--- src/rtl/plist_pkg.sv ---
package plist_pkg;

	localparam int CAPACITY = 64;
	localparam int ADDR_W   = (CAPACITY > 1) ? $clog2(CAPACITY) : 1;
	localparam int CNT_W    = $clog2(CAPACITY + 1);
	localparam int CMP_W    = ((CNT_W > 7) ? CNT_W : 7) + 1;
	localparam int ELEM_W   = 8;

	typedef enum logic [1:0] {
		OP_INSERT = 2'd0,
		OP_DELETE = 2'd1,
		OP_GET    = 2'd2,
		OP_LOCATE = 2'd3
	} plist_op_t;

	typedef enum logic [1:0] {
		ST_IDLE,
		ST_SCAN,
		ST_PUT,
		ST_DONE
	} plist_state_t;

endpackage

--- src/rtl/plist_ram.sv ---
module plist_ram #(
	parameter int WIDTH = 8,
	parameter int DEPTH = 64,
	parameter int AW    = (DEPTH > 1) ? $clog2(DEPTH) : 1
) (
	input  logic             clk,
	input  logic             we,
	input  logic [AW-1:0]    waddr,
	input  logic [WIDTH-1:0] wdata,
	input  logic [AW-1:0]    raddr,
	output logic [WIDTH-1:0] rdata
);

	logic [WIDTH-1:0] mem [DEPTH];

	always_ff @(posedge clk) begin
		if (we) begin
			mem[waddr] <= wdata;
		end
		rdata <= mem[raddr];
	end

endmodule

--- src/rtl/positional_list_engine.sv ---
// Dense ordered list of up to plist_pkg::CAPACITY bytes (64) kept in one
// single-port-read, single-port-write RAM with a fill count. One request is
// handled at a time: insert, delete, get by position or locate by value, each
// answered by exactly one result word carrying ok, the element, the match
// position, the new count and an empty flag. The memory read port walks one
// element per cycle: get reads its one element, delete reads from the position
// up to the tail, insert from the tail down to the position and locate the
// whole list; an append at count + 1 and a locate in an empty list read
// nothing, and a rejected request (bad position, insert into a full list)
// skips the walk.
// The next request is taken once the result word has been staged, so a result
// may wait on out_stall while the next request already runs. Reset empties
// the list; no clearing pass is needed because only entries below the count
// are ever read.
module positional_list_engine (
	input  logic       clk,
	input  logic       arst_n,
	input  logic       in_valid,
	output logic       in_stall,
	input  logic [1:0] func,
	input  logic [6:0] position,
	input  logic [7:0] value,
	output logic       out_valid,
	input  logic       out_stall,
	output logic       ok,
	output logic [7:0] elem_out,
	output logic [6:0] found_at,
	output logic [6:0] count,
	output logic       is_empty
);

	localparam int AW = plist_pkg::ADDR_W;
	localparam int CW = plist_pkg::CNT_W;
	localparam int PW = plist_pkg::CMP_W;
	localparam int EW = plist_pkg::ELEM_W;

	plist_pkg::plist_state_t state_q, state_d;

	// request context, held for the whole walk, and the element and match found
	plist_pkg::plist_op_t op_q;
	logic [AW-1:0]        pa_q;
	logic [EW-1:0]        val_q;
	logic                 ok_q;
	logic [EW-1:0]        elem_q;
	logic [CW-1:0]        found_q;
	logic                 hit_q;

	// walk control
	logic [CW-1:0] count_q;
	logic [CW-1:0] rem_q;
	logic [AW-1:0] cur_q;
	logic          up_q;
	logic          first_q;

	// read pipeline: one stage for the registered RAM output
	logic          rd_valid_s1;
	logic [AW-1:0] rd_addr_s1;
	logic          rd_first_s1;

	// result word
	logic          out_valid_q;
	logic          ok_q2;
	logic [EW-1:0] elem_out_q;
	logic [6:0]    found_at_q;
	logic [6:0]    count_out_q;
	logic          empty_q;

	// RAM ports
	logic          ram_we;
	logic [AW-1:0] ram_waddr;
	logic [EW-1:0] ram_wdata;
	logic [EW-1:0] ram_rdata;

	// request decode
	logic          accept;
	logic          issue;
	logic          scan_end;
	logic          out_load;
	logic [PW-1:0] pos_w;
	logic [PW-1:0] cnt_w;
	logic          pos_nz;
	logic          req_ok;
	logic [CW-1:0] rem_init;
	logic [AW-1:0] cur_init;
	logic          up_init;
	plist_pkg::plist_op_t req_op;

	assign req_op   = plist_pkg::plist_op_t'(func);
	assign accept   = in_valid && (state_q == plist_pkg::ST_IDLE);
	assign in_stall = (state_q != plist_pkg::ST_IDLE);
	assign issue    = (state_q == plist_pkg::ST_SCAN) && (rem_q != '0);
	assign scan_end = (state_q == plist_pkg::ST_SCAN) && (rem_q == '0) && !rd_valid_s1;
	assign out_load = (state_q == plist_pkg::ST_DONE) && (!out_valid_q || !out_stall);

	assign pos_w  = PW'(position);
	assign cnt_w  = PW'(count_q);
	assign pos_nz = (position != '0);

	// Validate the request and set up the walk: the range of addresses to read
	// and its direction. Insert walks down from the tail, the rest walk up.
	always_comb begin
		req_ok   = 1'b0;
		rem_init = '0;
		cur_init = '0;
		up_init  = 1'b1;
		case (req_op)
			plist_pkg::OP_INSERT: begin
				req_ok   = pos_nz && (pos_w <= cnt_w + PW'(1))
					&& (cnt_w < PW'(plist_pkg::CAPACITY));
				rem_init = CW'(cnt_w - pos_w + PW'(1));
				cur_init = AW'(cnt_w - PW'(1));
				up_init  = 1'b0;
			end
			plist_pkg::OP_DELETE: begin
				req_ok   = pos_nz && (pos_w <= cnt_w);
				rem_init = CW'(cnt_w - pos_w + PW'(1));
				cur_init = AW'(pos_w - PW'(1));
			end
			plist_pkg::OP_GET: begin
				req_ok   = pos_nz && (pos_w <= cnt_w);
				rem_init = CW'(1);
				cur_init = AW'(pos_w - PW'(1));
			end
			plist_pkg::OP_LOCATE: begin
				req_ok   = 1'b1;
				rem_init = count_q;
				cur_init = '0;
			end
			default: begin
				req_ok = 1'b0;
			end
		endcase
	end

	// Sequencer: a rejected request skips the walk; insert adds one write
	// of the new byte after the shift has drained.
	always_ff @(posedge clk or negedge arst_n) begin
		if (!arst_n) begin
			state_q <= plist_pkg::ST_IDLE;
		end else begin
			state_q <= state_d;
		end
	end

	always_comb begin
		state_d = state_q;
		case (state_q)
			plist_pkg::ST_IDLE: begin
				if (accept) begin
					state_d = req_ok ? plist_pkg::ST_SCAN : plist_pkg::ST_DONE;
				end
			end
			plist_pkg::ST_SCAN: begin
				if (scan_end) begin
					state_d = (op_q == plist_pkg::OP_INSERT) ? plist_pkg::ST_PUT
						: plist_pkg::ST_DONE;
				end
			end
			plist_pkg::ST_PUT: begin
				state_d = plist_pkg::ST_DONE;
			end
			plist_pkg::ST_DONE: begin
				if (out_load) begin
					state_d = plist_pkg::ST_IDLE;
				end
			end
			default: begin
				state_d = plist_pkg::ST_IDLE;
			end
		endcase
	end

	// Write port: shift words written in the cycle after their read, then the
	// inserted byte. Insert reads descend and write one above; delete reads
	// ascend and write one below, so no read ever sees a pending write.
	always_comb begin
		ram_we    = 1'b0;
		ram_waddr = rd_addr_s1;
		ram_wdata = ram_rdata;
		if (state_q == plist_pkg::ST_PUT) begin
			ram_we    = 1'b1;
			ram_waddr = pa_q;
			ram_wdata = val_q;
		end else if (rd_valid_s1) begin
			if (op_q == plist_pkg::OP_INSERT) begin
				ram_we    = 1'b1;
				ram_waddr = rd_addr_s1 + AW'(1);
			end else if (op_q == plist_pkg::OP_DELETE && !rd_first_s1) begin
				ram_we    = 1'b1;
				ram_waddr = rd_addr_s1 - AW'(1);
			end
		end
	end

	plist_ram #(
		.WIDTH(EW),
		.DEPTH(plist_pkg::CAPACITY)
	) u_ram (
		.clk  (clk),
		.we   (ram_we),
		.waddr(ram_waddr),
		.wdata(ram_wdata),
		.raddr(cur_q),
		.rdata(ram_rdata)
	);

	// walk control and fill count
	always_ff @(posedge clk or negedge arst_n) begin
		if (!arst_n) begin
			count_q     <= '0;
			rem_q       <= '0;
			rd_valid_s1 <= 1'b0;
		end else begin
			rd_valid_s1 <= issue;
			if (accept) begin
				rem_q <= rem_init;
			end else if (issue) begin
				rem_q <= rem_q - CW'(1);
			end
			if (scan_end && op_q == plist_pkg::OP_DELETE) begin
				count_q <= count_q - CW'(1);
			end else if (state_q == plist_pkg::ST_PUT) begin
				count_q <= count_q + CW'(1);
			end
		end
	end

	// request context and read data capture
	always_ff @(posedge clk) begin
		rd_addr_s1  <= cur_q;
		rd_first_s1 <= first_q;
		if (accept) begin
			op_q    <= req_op;
			pa_q    <= AW'(pos_w - PW'(1));
			val_q   <= value;
			ok_q    <= req_ok;
			cur_q   <= cur_init;
			up_q    <= up_init;
			first_q <= 1'b1;
			elem_q  <= '0;
			found_q <= '0;
			hit_q   <= 1'b0;
		end else begin
			if (issue) begin
				cur_q   <= up_q ? cur_q + AW'(1) : cur_q - AW'(1);
				first_q <= 1'b0;
			end
			if (rd_valid_s1) begin
				if (op_q == plist_pkg::OP_GET
					|| (op_q == plist_pkg::OP_DELETE && rd_first_s1)) begin
					elem_q <= ram_rdata;
				end
				// keep the first match only
				if (op_q == plist_pkg::OP_LOCATE && !hit_q && ram_rdata == val_q) begin
					hit_q   <= 1'b1;
					found_q <= CW'(rd_addr_s1) + CW'(1);
				end
			end
		end
	end

	// Result register: hold while stalled, load when done and free.
	always_ff @(posedge clk or negedge arst_n) begin
		if (!arst_n) begin
			out_valid_q <= 1'b0;
		end else if (out_load) begin
			out_valid_q <= 1'b1;
		end else if (!out_stall) begin
			out_valid_q <= 1'b0;
		end
	end

	always_ff @(posedge clk) begin
		if (out_load) begin
			ok_q2       <= ok_q;
			elem_out_q  <= elem_q;
			found_at_q  <= 7'(found_q);
			count_out_q <= 7'(count_q);
			empty_q     <= (count_q == '0);
		end
	end

	assign out_valid = out_valid_q;
	assign ok        = ok_q2;
	assign elem_out  = elem_out_q;
	assign found_at  = found_at_q;
	assign count     = count_out_q;
	assign is_empty  = empty_q;

endmodule

--- config.mk ---
export PLATFORM = sky130hd
export DESIGN_NAME = positional_list_engine
export DESIGN_NICKNAME = d
export VERILOG_FILES = /design/src/rtl/plist_pkg.sv /design/src/rtl/plist_ram.sv /design/src/rtl/positional_list_engine.sv
export SDC_FILE = /design/constraint.sdc
export NUM_CORES = 1
export LEC_CHECK = 0
export BUFFER_PORTS_ARGS = -buffer_cell sky130_fd_sc_hd__buf_2
export CAP_MARGIN = 10
export CORE_ASPECT_RATIO = 1.25
export CORE_MARGIN = 3
export CORE_UTILIZATION = 57
export DETAILED_ROUTE_END_ITERATION = 8
export PLACE_DENSITY = 0.77
export SLEW_MARGIN = 30
export SYNTH_ARGS = -nofsm -noshare
export SYNTH_HDL_FRONTEND = slang
export SYNTH_SLANG_ARGS = --single-unit
export TNS_END_PERCENT = 10
--- constraint.sdc ---
create_clock -name clk -period 3.3 [get_ports clk]
set_input_delay 0.165 -clock clk [delete_from_list [all_inputs] [get_ports clk]]
set_output_delay 0.165 -clock clk [all_outputs]
set_load 0.05 [all_outputs]
* Word level (Yosys, flattened, before mapping)
Memories as Yosys holds them, arrays and structs flattened. A register that Yosys moved wholly into a read port is not among the register bits.
Index checks and enable logic that the tools add are counted.
** Word-level totals
- Register bits :: 90
- Latch bits :: 0
- RAM bits :: 512
- Bits in read-only memories :: 0
- Word-level logic and storage cells :: 118
- Memories kept :: 1
** Cells by class
- Add/sub/neg operators :: 13
- Multipliers :: 0
- Divide/modulo/power cells :: 0
- $lt $le $gt $ge :: 3
- Equal/unequal tests :: 14
- Shift operators :: 0
- Muxes and demuxes :: 30
- Bitwise operators :: 0
- Reduce and logical (&&, ||, !) cells :: 35
** Memory list
- u_ram.mem :: depth 64, width 8, read ports 1, clocked after memory_dff 1, write ports 1, RTL line plist_ram.sv:14 : logic [WIDTH-1:0] mem [DEPTH];
** Operators with widths (number)
- $mux 6 :: 7
- $mux 7 :: 4
- $sub 6x1->6 const B :: 4
- $pmux 7 s3 :: 1
- $pmux 6 s3 :: 1
- $add 7x1->7 const B :: 2
- $logic_not 7->1 :: 2
- $reduce_bool 7->1 :: 2
- $sub 7x1->7 const B :: 2
- $logic_and 1x1->1 :: 13
- $add 6x1->6 const B :: 2
- $eq 2x2->1 const B :: 6
- $mux 1 :: 10
- $add 7x1->8 const B :: 1
- $eq 8x8->1 :: 1
- $le 7x8->1 :: 1
- $mux 2 :: 4
- $mux 8 :: 1
- $pmux 2 s4 :: 1
- $add 6x1->7 const B :: 1
- $le 7x7->1 :: 1
- $lt 7x7->1 const B :: 1
- $sub 7x7->7 :: 1
- $eq 2x1->1 const B :: 3
- other kinds (10) :: 23

* Logic depth before layout (Yosys ltp)
Gate-level depths: netlist of the first run.
- Word-level depth :: 8
- Gate-level depth with buffers :: 11
- Mapped depth without buffers :: 11

* Hierarchy
From an unflattened synthesis of the first run, not the netlist that was laid out.
** Second synthesis, totals
- Cells, all modules :: 1417
- Area, all modules :: 25331.8 sq um
** By module, submodules not included
- plist_ram :: instances 1, cells an instance 940, area each 20166.8 sq um, seq. area each 15534.9 sq um
- positional_list_engine :: instances 1, cells an instance 477, area each 5165.0 sq um, seq. area each 2372.3 sq um

* Least setup slack after synthesis of the first run
OpenSTA, ideal clock, no wires.
- Kind :: flip-flop to flip-flop
- Start :: register state_q[0]
- End :: memory u_ram.mem[2][0], enable pin
- Setup time :: 0.395 ns
- Arrival time :: 2.913 ns
- Required time :: 2.905 ns
- Setup slack :: -0.008 ns
- Cell stages (with the launch flop) :: 9
- Clock period less this slack :: 3.308 ns
- Cell sequence :: dfrtp_1 > inv_1 > ha_1 > buf_1 > clkbuf_1 > buf_1 > a32o_1 > nand3_1 > nor4_1
** On the way
- Word-level cells in the longest chain between the ends :: 4
- Elaborated cells on any way between the ends :: 5
- Classes of those cells :: eq/ne: 1; mux: 4
** Ends and longest elaborated chain
- start: declaration :: RTL line positional_list_engine.sv:37 : plist_pkg::plist_state_t state_q, state_d;
- start signal: assignment :: RTL line positional_list_engine.sv:139 : state_q <= plist_pkg::ST_IDLE;
- start signal: assignment :: RTL line positional_list_engine.sv:141 : state_q <= state_d;
- $eq 2x2->1 (*) :: RTL line positional_list_engine.sv:180 : if (state_q == plist_pkg::ST_PUT) begin
- $mux 1 :: RTL line positional_list_engine.sv:180
- $mux 1 :: RTL line plist_ram.sv:17 : if (we) begin
- $mux 1 (not written as such) :: RTL line plist_ram.sv:18 : mem[waddr] <= wdata;
- end: declaration :: RTL line plist_ram.sv:14
Every way passes the cells marked *; elsewhere a longest branch is shown, timed or not.

==> results.cfg, run 1 <==
[run_status]
status = complete, no violations

[sta]
whs_ns = 0.05944
finalHoldViolCount = 0
max_freq_ghz = 0.3164
period_needed_ns = 3.160
fin_skew_ns = 0.01561
max_slew.worst_pin.slew_ns = 0.8918
finalSetupViolCount = 0
relSlewSlack_pct = 40.55
post-route-period-util_pct = 95.76
maxSlewViolCount = 0
grt_setup_unrepaired = no
tns_ns = 0

[yosys]
synth-seq-cells = 610
synth.top_cell.area_share_pct = 65.39
synth_top_cell_by_area = edfxtp_1
synthDistinctLibCells = 74
syn_nets = 1582
synth.area.top_cells = edfxtp_1, mux4_2, dfxtp_1
synthArstFlopShare_pct = 2.951
yosysWarnings = 0
syn-cell-area_mm2 = 0.02572
avgSynthCellArea_um2 = 17.05
syn_inst = 1508
synth-edff-count = 560
ys.flop_type = edfxtp_1
ys_seq_area_share_pct = 69.63

[critical_path]
path_max_fanout = 15
slowest_delay_ns = 0.91
cp_data_required_time_ns = 3.72
endpoint_kind = flop
startpoint = cur_q[2]
cp_cell_sequence = buf_4 > nand2b_1 > o22ai_1 > a211oi_1 > o21ai_0 > o22ai_1
crit_arrival_ns = 3.58
r2r_start = cur_q[2]
crit_path_frequent_cell = o22ai_1
startpoint_type = flop
critPathSlowestCell = edfxtp_1
critPathKind = flop to flop

[clock_network]
cts_buffers = 54
clockBufferDepth = 3
post-cts-setup-buffer-count = 0
htreeDepth = 2
path_clk_slew_ns = 0.07
clock_sinks = 610
clk_latency_ns = 0.59
cts_tree = built
cts_root_buffer = clkbuf_16

[power_and_ir_drop]
p_per_area_mw_per_mm2 = 979.6
ir_worst_vdd_v = 0.0008159
total_power_w = 0.02886
power.leakage_nw = 10.14

[detailed_routing]
viasPerCell = 6.526
dr.pass1.iters = 5
drc = 0
postRouteAntennaNets = 0
finalWirelength_mm = 62.94
vias = 14940
dr.first_iter.drc_count = 1683
post_drt_wl_per_cell_um = 27.49

[cells_and_area]
seqCellArea_mm2 = 0.01791
final_nets = 1745
final_cell_mix = edfxtp_1, buf_4, mux4_2, clkbuf_16, mux2i_1
syn_to_final_growth_pct = 14.57
antenna_cells = 0
final_common_cell = edfxtp_1
fillers = 2890
multiInputGateArea_mm2 = 0.007382
drive_gt1_share_pct = 25.57

[floorplan]
chipWidth_um = 196.0
die_area_mm2 = 0.04772
initial_core_util_pct = 58.01
core-area_mm2 = 0.04433
die_y_um = 243.5
rows = 86
io-pin-count = 47

[placed_design]
gp_congestion = 0.9407
io_buffers = 46
hpwl_mm = 40.72

[global_routing]
gr-total-overflow = 0
grt_max_degree = 65
grt_usage_pct = 26.69
grt_pass1_vias = 15350
grt_pass1_wl_mm = 96.00
antenna_found_initial = 0

[min_path]
hold_path_class = input pin to asynchronous set/reset pin

[run]
cap_violations = 0
## metal layers
metal  vias up  GRT usage [%]  wire length (µm)
met2       783          46.30             32830
met4         0          10.72              2975
li1       6412              -                 -
met1      7574          34.28             22360
met3       169          3.707              4772
met5         -              0                 0
## final cells by class
| type | instances | area share, % |
|---|---|---|
| Inverter | 42 | 0.5351 |
| Timing Repair Buffer | 191 | 4.926 |
| Tap cell | 572 | 2.429 |
| Clock buffer | 66 | 5.024 |
| Multi-Input combinational cell | 772 | 25.06 |
| Clock inverter | 36 | 1.253 |
| Sequential cell | 610 | 60.78 |
## what timing repair did
action,4_1_cts,5_1_grt
hold buffers,13,0
hold endpoints to repair,31,0
setup endpoints to repair,0,2
gates resized for setup,0,1
## stage by stage
| stage | util (%) | instance area [µm²] | instances | setup WS (ns) |
|---|---|---|---|---|
| 3_5_place_dp | 61.96 | 27470 | 2174 | 0.2791 |
| 6_report | 66.46 | 29460 | 2289 | 0.1398 |
| 4_1_cts | 66.43 | 29450 | 2289 | 0.2479 |
| 3_3_place_gp | 61.96 | 27470 | 2174 | 0.2351 |
| 5_1_grt | 66.46 | 29460 | 2289 | 0.03814 |
| 2_1_floorplan | - | 25720 | 1508 | -0.008149 |
## registers in the layout, summed over array words and instances (netlist names), 8 cells and up
name         cells
u_ram.rdata      8
val_q            8
u_ram.mem      512
elem_q           8
elem_out         8
## Yosys cell counts, drive strengths merged (21+ instances only)
master,n
edfxtp,560
mux4,97
nor4,67
mux2i,54
ha,49
buf,48
mux2,45
inv,39
nor2,39
o22ai,37
clkbuf,36
nand2,36
a21oi,33
dfxtp,32
nand3,30
nor3,28
xnor2,25
a211oi,21
o21ai,21
## cells by family after synthesis
| group | share of synthesized area (%) |
|---|---|
| xor gates and xnor gates | 1.430 |
| buffers and inverters | 2.112 |
| DFF | 69.63 |
| AOI/OAI and AO/OA | 5.294 |
| muxes | 12.57 |
| adders and majority gates | 2.695 |
| and+or+nand+nor | 6.267 |
## power by group
| group | total, W | switching, W | internal, W |
|---|---|---|---|
| registers | 0.0112 | 0.000598 | 0.0106 |
| clock network | 0.00649 | 0.00274 | 0.00375 |
| logic | 0.0112 | 0.00740 | 0.00379 |
| total | 0.0289 | 0.0107 | 0.0181 |
## worst max-delay path: cells and delay by family (launching register included)
kind            cells  cell delay, ns
compound gates      4            1.24
buf+inv             1            0.35
flops               1            0.91
simple gates        1            0.48
## path summary, 6_finish.rpt
check,endpoint,cells past startpoint,slack (ns)
max,u_ram.rdata[6],6,0.14
min,state_q[0],2,0.06
max reg2reg,u_ram.rdata[6],6,0.14
min reg2reg,rd_first_s1,0,0.36
max in group asynchronous,rd_valid_s1,2,2.94
min in group clk,pa_q[2],2,0.08
Power figures use the tool's default switching activity.
==> run 2: changes to the inputs <==
Settings changed: BUFFER_PORTS_ARGS -buffer_cell sky130_fd_sc_hd__buf_2 to unset, DONT_BUFFER_PORTS set to 1, PLACE_DENSITY 0.77 to 0.76, RECOVER_POWER set to 100, SLEW_MARGIN 30 to 10.
==> run 2 against run 1 <==
- sequential share of layout area up 1.3 points
- critical path depth grew 1
- total power decreased by 2.7%
- critical endpoint is now u_ram.mem[38][4]
==> results.cfg, run 2 (synthesis gave the netlist of run 1 again) <==
[placed_design]
io_buffers = 0
gp_congestion = 0.9397
hpwl_mm = 38.33

[clock_network]
htreeDepth = 2
cts_tree = built
clockBufferDepth = 3
post-cts-setup-buffer-count = 0
path_clk_slew_ns = 0.06
clk_latency_ns = 0.58
cts_buffers = 55
clock_sinks = 610
cts_root_buffer = clkbuf_16

[floorplan]
chipWidth_um = 196.0
initial_core_util_pct = 58.01
die_area_mm2 = 0.04772
die_y_um = 243.5
rows = 86
io-pin-count = 47
core-area_mm2 = 0.04433

[min_path]
hold_end = ok_q
hp-start = position[5]
whs_path_depth = 3
hold_path_class = input pin to flop

[power_and_ir_drop]
p_per_area_mw_per_mm2 = 973.8
total_power_w = 0.02809
ir_worst_vdd_v = 0.0006296
power.leakage_nw = 9.771

[cells_and_area]
utilization_pct = 65.07
final_nets = 1706
final_common_cell = edfxtp_1
syn_to_final_growth_pct = 12.18
top_register = u_ram.mem
drive_gt1_share_pct = 20.20
final_cell_mix = edfxtp_1, mux4_2, nor4_1, clkbuf_16, mux2i_1
largest_reg_flops = 512
antenna_cells = 0

[global_routing]
grt_usage_pct = 25.04
grt_pass1_vias = 14700
antenna_found_initial = 0
gr-total-overflow = 0
grt_max_degree = 65
grt_pass1_wl_mm = 90.43

[sta]
max_slew.worst_pin.slew_ns = 1.386
finalSetupViolCount = 0
post-route-period-util_pct = 97.06
grt_setup_unrepaired = no
period_needed_ns = 3.203
finalHoldViolCount = 0
relSlewSlack_pct = 7.605
whs_ns = 0.05387
fin_skew_ns = 0.01551
maxSlewViolCount = 0
max_freq_ghz = 0.3122

[detailed_routing]
finalWirelength_mm = 59.43
post_drt_wl_per_cell_um = 26.41
viasPerCell = 6.471
drc = 0
dr.first_iter.drc_count = 1421
vias = 14560
dr.pass1.iters = 5
postRouteAntennaNets = 0

[critical_path]
cp_data_required_time_ns = 3.59
r2r_start = op_q[1]
rrSetupSlack_ns = 0.1
crit_arrival_ns = 3.50
endpoint_kind = flop
regToRegEndpoint = u_ram.mem[38][4]
critPathKind = flop to flop
rr_worst_depth = 7
path_max_fanout = 17
startpoint_type = flop

[run]
cap_violations = 0

[run_status]
status = complete, no violations
run 2: cell count changes in the layout (fill, tap and decap cells not counted), sizes merged:
cell / change
buf: -125
clkbuf: +87
dlygate4sd3: +7
bufinv: -3
clkinv: -3
clkinvlp: -2
run 2: report_power, final:
group          leakage (nW)  switching (W)  internal (W)
clock                 0.863        0.00269       0.00354
combinational          3.36        0.00671       0.00357
sequential             5.55       0.000948        0.0106
total                  9.77         0.0103        0.0177
run 2: timing repair:
action | 4_1_cts | 5_1_grt
setup endpoints to repair | 0 | 88
hold buffers | 20 | 0
hold endpoints to repair | 37 | 0
gates resized for setup | 0 | 2
run 2: worst max path at each step:
stage	start	endpoint	cells past startpoint
final	op_q[1]	u_ram.mem[38][4]	7
after global placement	state_q[0]	u_ram.mem[63][3]	10
after detailed placement	state_q[0]	u_ram.mem[55][3]	10
after global routing	rd_addr_s1[0]	u_ram.mem[26][7]	10
after floorplan	state_q[0]	u_ram.mem[2][0]	8
after CTS	state_q[0]	u_ram.mem[32][4]	8
run 2: cell type report:
cell class	count	area (µm²)
clock buffer	75	1514
clock inverter	28	259.0
fill	3045	15480
inverter	42	157.7
multi-input combinational	772	7258
sequential	610	17910
tap	572	715.7
timing repair buffer	151	1036
run 2: critical path, cell delays in order, from the launching register on:
cell	delay [ns]
edfxtp_1	0.44
or4b_1	0.53
o22ai_1	0.22
xnor2_1	0.12
o21ai_2	0.82
clkbuf_2	0.41
nor4_1	0.11
clkbuf_2	0.25
run 2: stage by stage:
step | area, µm² | std cells | TNS, ns | setup WS (ns)
3_5_place_dp | 27210 | 2127 | 0 | 0.1442
2_1_floorplan | 25720 | 1508 | -1.043 | -0.008149
6_report | 28850 | 2250 | 0 | 0.09698
5_1_grt | 28850 | 2250 | 0 | 0.03644
3_3_place_gp | 27210 | 2127 | 0 | 0.2496
4_1_cts | 29190 | 2250 | 0 | 0.1076
run 2: routing by layer:
layer / part of all wire [%] / vias up / GRT usage (%)
li1: - / 6342 / -
met1: 37 / 7361 / 32.35
met4: 4.4 / 0 / 10.22
met3: 6.7 / 153 / 3.209
met2: 52 / 703 / 43.36
met5: 0 / - / 0
